$ cat config.mk
export PLATFORM = sky130hd
export DESIGN_NAME = byte_recurrence_checksum_unit
export DESIGN_NICKNAME = d
export VERILOG_FILES = /design/src/brc_pkg.sv /design/src/byte_recurrence_checksum_unit.sv /design/src/brc_step.sv
export VERILOG_INCLUDE_DIRS = /design/src /design/src/src
export SDC_FILE = /design/constraint.sdc
export NUM_CORES = 1
export LEC_CHECK = 0
export CAP_MARGIN = 5
export CORE_AREA = 2 2 163 165
export CTS_CLUSTER_DIAMETER = 120
export CTS_CLUSTER_SIZE = 8
export DETAILED_ROUTE_END_ITERATION = 10
export DIE_AREA = 0 0 165 167
export DONT_BUFFER_PORTS = 1
export PLACE_DENSITY = 0.78
export SKIP_LAST_GASP = 1
export SLEW_MARGIN = 20
export SYNTH_ARGS = -nofsm -noshare
export SYNTH_HDL_FRONTEND = slang
export SYNTH_SLANG_ARGS = --single-unit
$ cat constraint.sdc
create_clock -name clk -period 39.6 [get_ports clk]
set_clock_uncertainty 0.1 [all_clocks]
set_input_delay 3.96 -clock clk [delete_from_list [all_inputs] [get_ports clk]]
set_output_delay 3.96 -clock clk [all_outputs]
set_load 0.01 [all_outputs]
$ cat src/byte_recurrence_checksum_unit_macros.svh
// ----------------------------------------------------------------------------
// Assertion macros used by the checksum unit RTL.
// ----------------------------------------------------------------------------
`ifndef BYTE_RECURRENCE_CHECKSUM_UNIT_MACROS_SVH
`define BYTE_RECURRENCE_CHECKSUM_UNIT_MACROS_SVH

// Same-cycle implication, sampled on clk and disabled while rst_n is low.
`define BRC_ASSERT_IMPL(label, ante, cons) \
  label: assert property (@(posedge clk) disable iff (!rst_n) (ante) |-> (cons)) \
    else $error("checksum unit assertion failed");

// Next-cycle implication, sampled on clk and disabled while rst_n is low.
`define BRC_ASSERT_NEXT(label, ante, cons) \
  label: assert property (@(posedge clk) disable iff (!rst_n) (ante) |=> (cons)) \
    else $error("checksum unit assertion failed");

`endif

$ cat src/brc_pkg.sv
// ----------------------------------------------------------------------------
// brc_pkg
// Types and constants for the byte recurrence checksum unit.
// ----------------------------------------------------------------------------
package brc_pkg;

  localparam int BYTE_W = 8;
  localparam int TERM_W = 16;
  localparam int IDX_W  = 8;

  localparam logic [BYTE_W-1:0] ALPHA_MUL    = 8'd17;
  localparam logic [BYTE_W-1:0] BETA_MUL     = 8'd31;
  localparam logic [TERM_W-1:0] FIRST_OFFSET = 16'd7;
  localparam logic [TERM_W-1:0] TERM_MAX     = 16'hFFFF;

  // Modulus and a multiple of it that lifts any difference above zero.
  localparam logic [TERM_W:0] TERM_MOD = 17'd65535;
  localparam logic [25:0]     MOD_BIAS = 26'(256 * 65535);

  typedef struct packed {
    logic              started;
    logic [IDX_W-1:0]  idx;
    logic [TERM_W-1:0] cur;
    logic [TERM_W-1:0] prev;
  } term_state_t;

  localparam term_state_t STATE_CLEAR = '{started: 1'b0, idx: '0, cur: '0, prev: '0};

endpackage

$ cat src/byte_recurrence_checksum_unit.sv
// A transferred byte is registered in stage 1 and then folded into the terms;
// for a last byte the checksum goes to out_valid/out_checksum once the output is free.
// Throughput: one byte per cycle while in_stall is low; the two terms update together.
// in_stall rises only when a last byte waits behind an unaccepted checksum.
// Reset (rst_n low, synchronous) clears both stages and the recurrence state.
// ----------------------------------------------------------------------------
// byte_recurrence_checksum_unit
// Three-term recurrence checksum over a byte stream, one result per message.
// ----------------------------------------------------------------------------
`include "byte_recurrence_checksum_unit_macros.svh"

module byte_recurrence_checksum_unit import brc_pkg::*; (
  input  logic              clk,
  input  logic              rst_n,
  input  logic              in_valid,
  output logic              in_stall,
  input  logic [BYTE_W-1:0] in_data_byte,
  input  logic              in_last_byte,
  output logic              out_valid,
  input  logic              out_stall,
  output logic [TERM_W-1:0] out_checksum
);

  logic              s1_valid_r;
  logic [BYTE_W-1:0] s1_byte_r;
  logic              s1_last_r;
  term_state_t       state_r;
  term_state_t       step_state;
  logic              out_valid_r;
  logic [TERM_W-1:0] out_checksum_r;
  logic              out_free;
  logic              s1_adv;
  logic              s1_fire;

  brc_step u_step (
    .state_in  (state_r),
    .data_byte (s1_byte_r),
    .state_out (step_state)
  );

  // Only a last byte needs the output register to be free.
  assign out_free = !out_valid_r || !out_stall;
  assign s1_adv   = !s1_valid_r || !s1_last_r || out_free;
  assign s1_fire  = s1_valid_r && s1_adv;
  assign in_stall = !s1_adv;

  always_ff @(posedge clk) begin
    if (!rst_n) begin
      s1_valid_r  <= 1'b0;
      out_valid_r <= 1'b0;
      state_r     <= STATE_CLEAR;
    end else begin
      if (s1_adv) begin
        s1_valid_r <= in_valid;
      end
      if (s1_fire) begin
        state_r <= s1_last_r ? STATE_CLEAR : step_state;
      end
      if (s1_fire && s1_last_r) begin
        out_valid_r <= 1'b1;
      end else if (!out_stall) begin
        out_valid_r <= 1'b0;
      end
    end
  end

  always_ff @(posedge clk) begin
    if (in_valid && s1_adv) begin
      s1_byte_r <= in_data_byte;
      s1_last_r <= in_last_byte;
    end
    if (s1_fire && s1_last_r) begin
      out_checksum_r <= step_state.cur;
    end
  end

  assign out_valid    = out_valid_r;
  assign out_checksum = out_checksum_r;

  `BRC_ASSERT_IMPL(a_stall_source, in_stall, s1_valid_r && s1_last_r && out_valid_r)
  `BRC_ASSERT_NEXT(a_clear_after_last, s1_fire && s1_last_r, !state_r.started && state_r.idx == '0)
  `BRC_ASSERT_NEXT(a_prev_shift, s1_fire && state_r.started && !s1_last_r, state_r.prev == $past(state_r.cur))
  `BRC_ASSERT_IMPL(a_term_range, state_r.started, state_r.cur != TERM_MAX)

endmodule

$ cat src/brc_step.sv
// ----------------------------------------------------------------------------
// brc_step
// Combinational recurrence step: next term state from one message byte.
// ----------------------------------------------------------------------------
module brc_step import brc_pkg::*; (
  input  term_state_t       state_in,
  input  logic [BYTE_W-1:0] data_byte,
  output term_state_t       state_out
);

  logic [BYTE_W-1:0] alpha;
  logic [BYTE_W-1:0] beta;
  logic [BYTE_W:0]   factor;
  logic [24:0]       prod_a;
  logic [23:0]       prod_b;
  logic [25:0]       diff;
  logic              neg;
  logic [25:0]       lifted;
  logic [TERM_W:0]   folded;
  logic [TERM_W-1:0] term;

  assign alpha  = state_in.idx * ALPHA_MUL;
  assign beta   = state_in.idx * BETA_MUL;
  assign factor = {1'b0, data_byte} + {1'b0, alpha};
  assign prod_a = 25'(factor) * 25'(state_in.cur);
  assign prod_b = 24'(beta) * 24'(state_in.prev);

  // A negative difference picks up an extra one, which is what the 64-bit
  // unsigned wrap leaves behind since 2^64 is one more than a multiple of 65535.
  assign diff   = {1'b0, prod_a} - {2'b00, prod_b};
  assign neg    = diff[25];
  assign lifted = diff + MOD_BIAS + {25'd0, neg};

  // 65536 is congruent to one, so the upper bits fold onto the lower half.
  assign folded = {1'b0, lifted[15:0]} + {7'd0, lifted[25:16]};
  assign term   = (folded >= TERM_MOD) ? 16'(folded - TERM_MOD) : folded[TERM_W-1:0];

  always_comb begin
    state_out.started = 1'b1;
    state_out.idx     = state_in.idx + 8'd1;
    if (state_in.started) begin
      state_out.cur  = term;
      state_out.prev = state_in.cur;
    end else begin
      state_out.cur  = {8'd0, data_byte} + FIRST_OFFSET;
      state_out.prev = 16'd1;
    end
  end

endmodule

=== Word level (Yosys, flattened, before mapping) ===
Index checks and enable logic that the tools add are counted.
Widths: inputs -> output; s select.

* Input bits: 13
* Word-level logic and storage cells: 39
* Register bits: 68

* $mul: 4
* Magnitude comparators: 1
* Reduce and logical (&&, ||, !) cells: 11
* Multiplexer cells: 5
* Eq/ne operators: 1
* Add/subtract/negate cells: 8

{| class="wikitable"
|+ Operators with widths
! operator !! count
|-
| $mux 41 || 1
|-
| $mux 32 || 1
|-
| $add 26x1->26 || 1
|-
| $add 26x24->26 const B || 1
|-
| $sub 25x24->26 || 1
|-
| $mul 9x16->25 || 1
|-
| $mul 8x16->24 || 1
|-
| $add 16x10->17 || 1
|-
| $ge 17x16->1 const B || 1
|-
| $mul 8x5->8 const B || 2
|-
| $mux 16 || 1
|-
| $sub 16x16->16 const B || 1
|-
| $add 8x3->9 const B || 1
|-
| $add 8x8->9 || 1
|-
| $add 8x1->8 const B || 1
|-
| $logic_not 1->1 || 5
|-
| $logic_and 1x1->1 || 3
|-
| $logic_or 1x1->1 || 3
|-
| $mux 1 || 2
|-
| $ne 2x1->1 const B || 1
|}

=== Logic depth before layout (Yosys ltp) ===
* Depth after elaboration: 11
* Mapped depth: 59
* Mapped depth without buffers: 56

=== By module ===
Synthesis repeated with hierarchy kept, for this count alone.

* Cell total of the unflattened synthesis: 1566
* Area total of the unflattened synthesis: 14157.3 um^2

{| class="wikitable"
|+ By module, submodules not included
! module !! instances !! area each (um^2) !! sequential area each (um^2) !! cells each
|-
| brc_step || 1 || 12046.6 || 0.0 || 1438
|-
| byte_recurrence_checksum_unit || 1 || 2110.8 || 1611.5 || 128
|}

=== Worst setup path before layout ===
No wires, ideal clock.

* Path kind: register to register
* Start point: reg state_r[33] in the netlist's numbering
* End point: reg out_checksum_r[5] (netlist: out_checksum[5]) (data pin)
* Buffers on the path: 2
* Cell stages (with the launch flop): 55
* Clock period less this slack: 13.890 ns
* Setup slack: 25.710 ns
* Arrival: 13.532 ns
* Cells stage by stage: dfxtp_1 fa_1 inv_1 fa_1 fa_1 inv_1 ha_1 a21oi_1 o21bai_1 a21oi_1 xnor2_1 clkbuf_1 and2_1 fa_1 fa_1 fa_1 fa_1 fa_1 [19 not listed] o211ai_1 and4_1 buf_4 nand2_1 xnor2_1 ha_1 fa_1 a211oi_1 o21a_1 nor3_1 or4_1 and3_1 or4b_1 a21o_1 or2_2 o32ai_2 nand3_1 o221a_2

{| class="wikitable"
|+ RTL lines
! what !! line !! RTL
|-
| start, declared || byte_recurrence_checksum_unit.sv:27 || <nowiki>term_state_t state_r;</nowiki>
|-
| start signal, assigned || byte_recurrence_checksum_unit.sv:57 || <nowiki>state_r <= s1_last_r ? STATE_CLEAR : step_state;</nowiki>
|-
| end signal, assigned || byte_recurrence_checksum_unit.sv:73 || <nowiki>out_checksum_r <= step_state.cur;</nowiki>
|-
| end, declared || byte_recurrence_checksum_unit.sv:30 || <nowiki>logic [TERM_W-1:0] out_checksum_r;</nowiki>
|}

==> impl_summary.md <==
Clock tree
The clock sink count is 68. The TritonCTS clock tree is built. CTS built an H-tree with a depth of 3. CTS placed an instance of sky130_fd_sc_hd__clkbuf_16 at the clock tree root.

After clock tree synthesis, the clock-pin slew on the worst setup and hold paths is 0.06 ns. The hold buffer count at cts is 0. After clock tree synthesis, the repair step resized 0 gates. The number of post-CTS setup repair buffers is 0. The buffer depth of the longest clock path is 2.

The clock latency of the later-clocked register in the worst-skew pair is 0.35 ns. The number of clock buffers inserted by TritonCTS is 9.

Timing
The post-route minimum period is around 16 ns. The max-slew violation count is 0. The final setup TNS is 0 ns. The highest clock rate is 0.0633 GHz. Setup repair after global routing left no endpoint under its margin. The worst pin sits at a relative slew slack of 0.286.

The slew at the pin closest to its max-slew limit is roughly 1.1 ns. The final hold violation count was 0. Dividing the final minimum period by the clock period gives 0.399. Setup violations remaining at the end of the flow were counted as 0.

GRT
The via count of the first global-routing pass is roughly 11,000. Summed over all layers, the global routing overflow is 0. Entering global routing, the biggest net connects 30 pins. The overall global routing resource usage is 0.264. The global-route wire length before repair is 56,800 um.

The initial antenna violation count came to 0.

Logic synthesis
The area fraction of the dominant cell type after synthesis is 0.338. The synthesized design contains 25 enable-type register cells. The top cell type by total area after synthesis is sky130_fd_sc_hd__fa_1.

The number of nets in the synthesized netlist is 1,941. For this run, the register share of the synthesized area comes to 0.114. The adder and majority cell fraction of the synthesized area is 0.443. After technology mapping, the gate count stands at 1,572. The number of warnings printed during yosys synthesis is 0. The dominant combinational cell family by area after synthesis is adder cells. Of the total synthesized cell area, the portion taken by AND, OR, NAND and NOR gates is 0.188. The portion of netlist area occupied by mux cells is 0.00711. The top flip-flop cell by instance count after synthesis is sky130_fd_sc_hd__dfxtp_1.

Counting flops with an async set or reset pin after synthesis yields a share of 0. The number of flip-flops and latches in the synthesized netlist is 68. The mean post-synth cell area is 8.95 um^2. In this run, distinct cell masters in the synthesized netlist total just over 80. The synthesized netlist occupies a cell area of 14,100 um^2. The fraction of the mapped netlist area in compound gates came to 0.0951. In the post-synthesis netlist, the biggest area contributors are sky130_fd_sc_hd__fa_1 34%, sky130_fd_sc_hd__ha_1 10%, sky130_fd_sc_hd__inv_1 8.1%.

The parity-gate share of the synthesized area counting xor and xnor cells is 0.0546.

Run
Max-cap violations in this run came to 0.

Finish
Relative to the synthesized area, the layout overhead comes to 4.08%. After the last flow step, the layout net total stands at 1,902. Of the cells placed in the final design, the portion with a size suffix greater than 1 is 0.0351. The most common cell after layout, fill and taps aside is sky130_fd_sc_hd__inv_1. Leaving out fill and tap cells, the most frequent cells in the layout are 303 x sky130_fd_sc_hd__inv_1, 238 x sky130_fd_sc_hd__fa_1, 191 x sky130_fd_sc_hd__nand2_1, 124 x sky130_fd_sc_hd__and2_1, 118 x sky130_fd_sc_hd__ha_1. The count of antenna diodes in the layout is 0.

Critical path
The data arrival time of the critical path is 15.81 ns. The start-to-end type of the worst setup path is reg -> reg. The critical path startpoint category is a register. On the critical path, the stage with the largest delay is an instance of sky130_fd_sc_hd__dfxtp_1. The critical path capture point type is a register.

The setup slack on the worst flop-to-flop path is between 20 and 25 ns. The required time at the worst-slack endpoint is 39.60 ns. The cell that appears most often on the critical path is sky130_fd_sc_hd__fa_1. The startpoint identified for the worst register-to-register timing path is state_r[32]$_SDFFE_PN0P_. In this run the worst path has a maximum fanout of 25. The most critical setup path has its startpoint at state_r[32]$_SDFFE_PN0P_. The largest single stage delay on the critical path is 1.03 ns. The capture point of the worst reg-to-reg path is out_checksum[13]$_DFFE_PP_. The number of cells on the worst reg-to-reg path is 51.

Routing
The via total after detailed routing is 10,800. The via count normalized by instance count is 5.76. The number of routed nets with antenna violations is 0. The routed wire length per instance is 18.4 um. For this run, design rule violations remaining after detail routing come to 0. The overall routed net length is 34,400 um. The total iterations of the first detailed-routing run is 5. The violation count after the first detailed-route iteration is 740.

Placed design
The detailed placer's ending HPWL is approximately 28,000 um. During placement, the flow inserted port buffers numbering 0. Routability-driven placement finished with a final weighted congestion of 0.907.

Floorplanning
The die is 165 um wide. The area enclosed by the die boundary is 27,600 um^2. The starting density of the core is 0.546.

The number of top-level design ports is 31. The die span in y is 167 um. The cell row count is 59. The core box area is around 26,000 um^2.

Min path
The path class of the tightest hold or removal check is reg -> reg. The worst hold path terminates at out_valid$_SDFFE_PN0P_. The worst hold path begins at s1_valid_r$_SDFFE_PN0N_. The worst hold path passes through 2 cells.

Outcome
The flow ran to the end, and the final reports show no timing, DRC or antenna violations.
cell usage after synthesis, types with 26 or more instances:
cell type / n
sky130_fd_sc_hd__a21oi_1: 35
sky130_fd_sc_hd__and2_1: 124
sky130_fd_sc_hd__clkbuf_1: 57
sky130_fd_sc_hd__dfxtp_1: 43
sky130_fd_sc_hd__fa_1: 238
sky130_fd_sc_hd__ha_1: 118
sky130_fd_sc_hd__inv_1: 303
sky130_fd_sc_hd__nand2_1: 191
sky130_fd_sc_hd__nor2_1: 41
sky130_fd_sc_hd__nor2b_1: 38
sky130_fd_sc_hd__xnor2_1: 58
sky130_fd_sc_hd__xor2_1: 26
area by class of cell:
type	count	area, um^2
tap	335	419
timing repair buffer	9	67.6
inverter	304	1140
fill	2234	11100
clock buffer	9	225
clock inverter	7	72.6
multi-input combinational	1141	11100
sequential	68	1610
layer usage:
layer,global-route usage,up-vias,share of wire
met2,0.436,382,0.49
li1,-,4888,-
met3,0.0426,97,0.065
met5,0,-,0
met4,0.102,0,0.037
met1,0.347,5420,0.41
kinds of logic after synthesis:
kind of cell             count (synthesis)
multiplexers                            10
XOR/XNOR                                86
adder cells (fa/ha/maj)                356
AO/OA/AOI/OAI                          183
flip-flops                              68
buffers and inverters                  363
AND/OR/NAND/NOR                        506
sequential cells by signal, summed over array words and instances, names as in the netlist:
signal / flops
out_checksum: 16
s1_byte_r: 8
s1_valid_r: 1
s1_last_r: 1
out_valid: 1
state_r: 41
critical path, delay by kind of cell, from the launching register on:
| family | cells | cell delay, ns |
|---|---|---|
| AOI/OAI and AO/OA | 17 | 3.32 |
| DFF | 1 | 1.03 |
| buffers and inverters | 3 | 0.18 |
| xor gates and xnor gates | 3 | 0.91 |
| adders and majority gates | 15 | 6.48 |
| and+or+nand+nor | 13 | 3.53 |
metrics by stage:
| stage | instances | utilization | hold WS [ns] | setup slack [ns] | cell area (um^2) |
|---|---|---|---|---|---|
| CTS | 1873 | 0.568 | 0.475 | 23.57 | 14600 |
| detailed placement | 1857 | 0.557 | 0.466 | 23.62 | 14300 |
| global placement | 1857 | 0.557 | 0.443 | 24.04 | 14300 |
| finish | 1873 | 0.569 | 0.467 | 23.79 | 14700 |
| global route | 1873 | 0.569 | 0.500 | 22.89 | 14700 |
| floorplan | 1572 | - | 0.400 | 25.71 | 14100 |
how the worst max path moves through the flow:
stage / slack (ns) / endpoint / cells after the start
2_1_floorplan: 25.71 / out_checksum[5]$_DFFE_PP_ / 54
3_3_place_gp: 24.04 / out_checksum[5]$_DFFE_PP_ / 52
3_5_place_dp: 23.62 / out_checksum[5]$_DFFE_PP_ / 52
4_1_cts: 23.57 / out_checksum[15]$_DFFE_PP_ / 51
5_1_grt: 22.89 / out_checksum[13]$_DFFE_PP_ / 52
6_report: 23.79 / out_checksum[13]$_DFFE_PP_ / 51
Power is left out: the tool's default activity adds up to more than one toggle a clock period on the data nets, which glitch-free logic cannot reach.
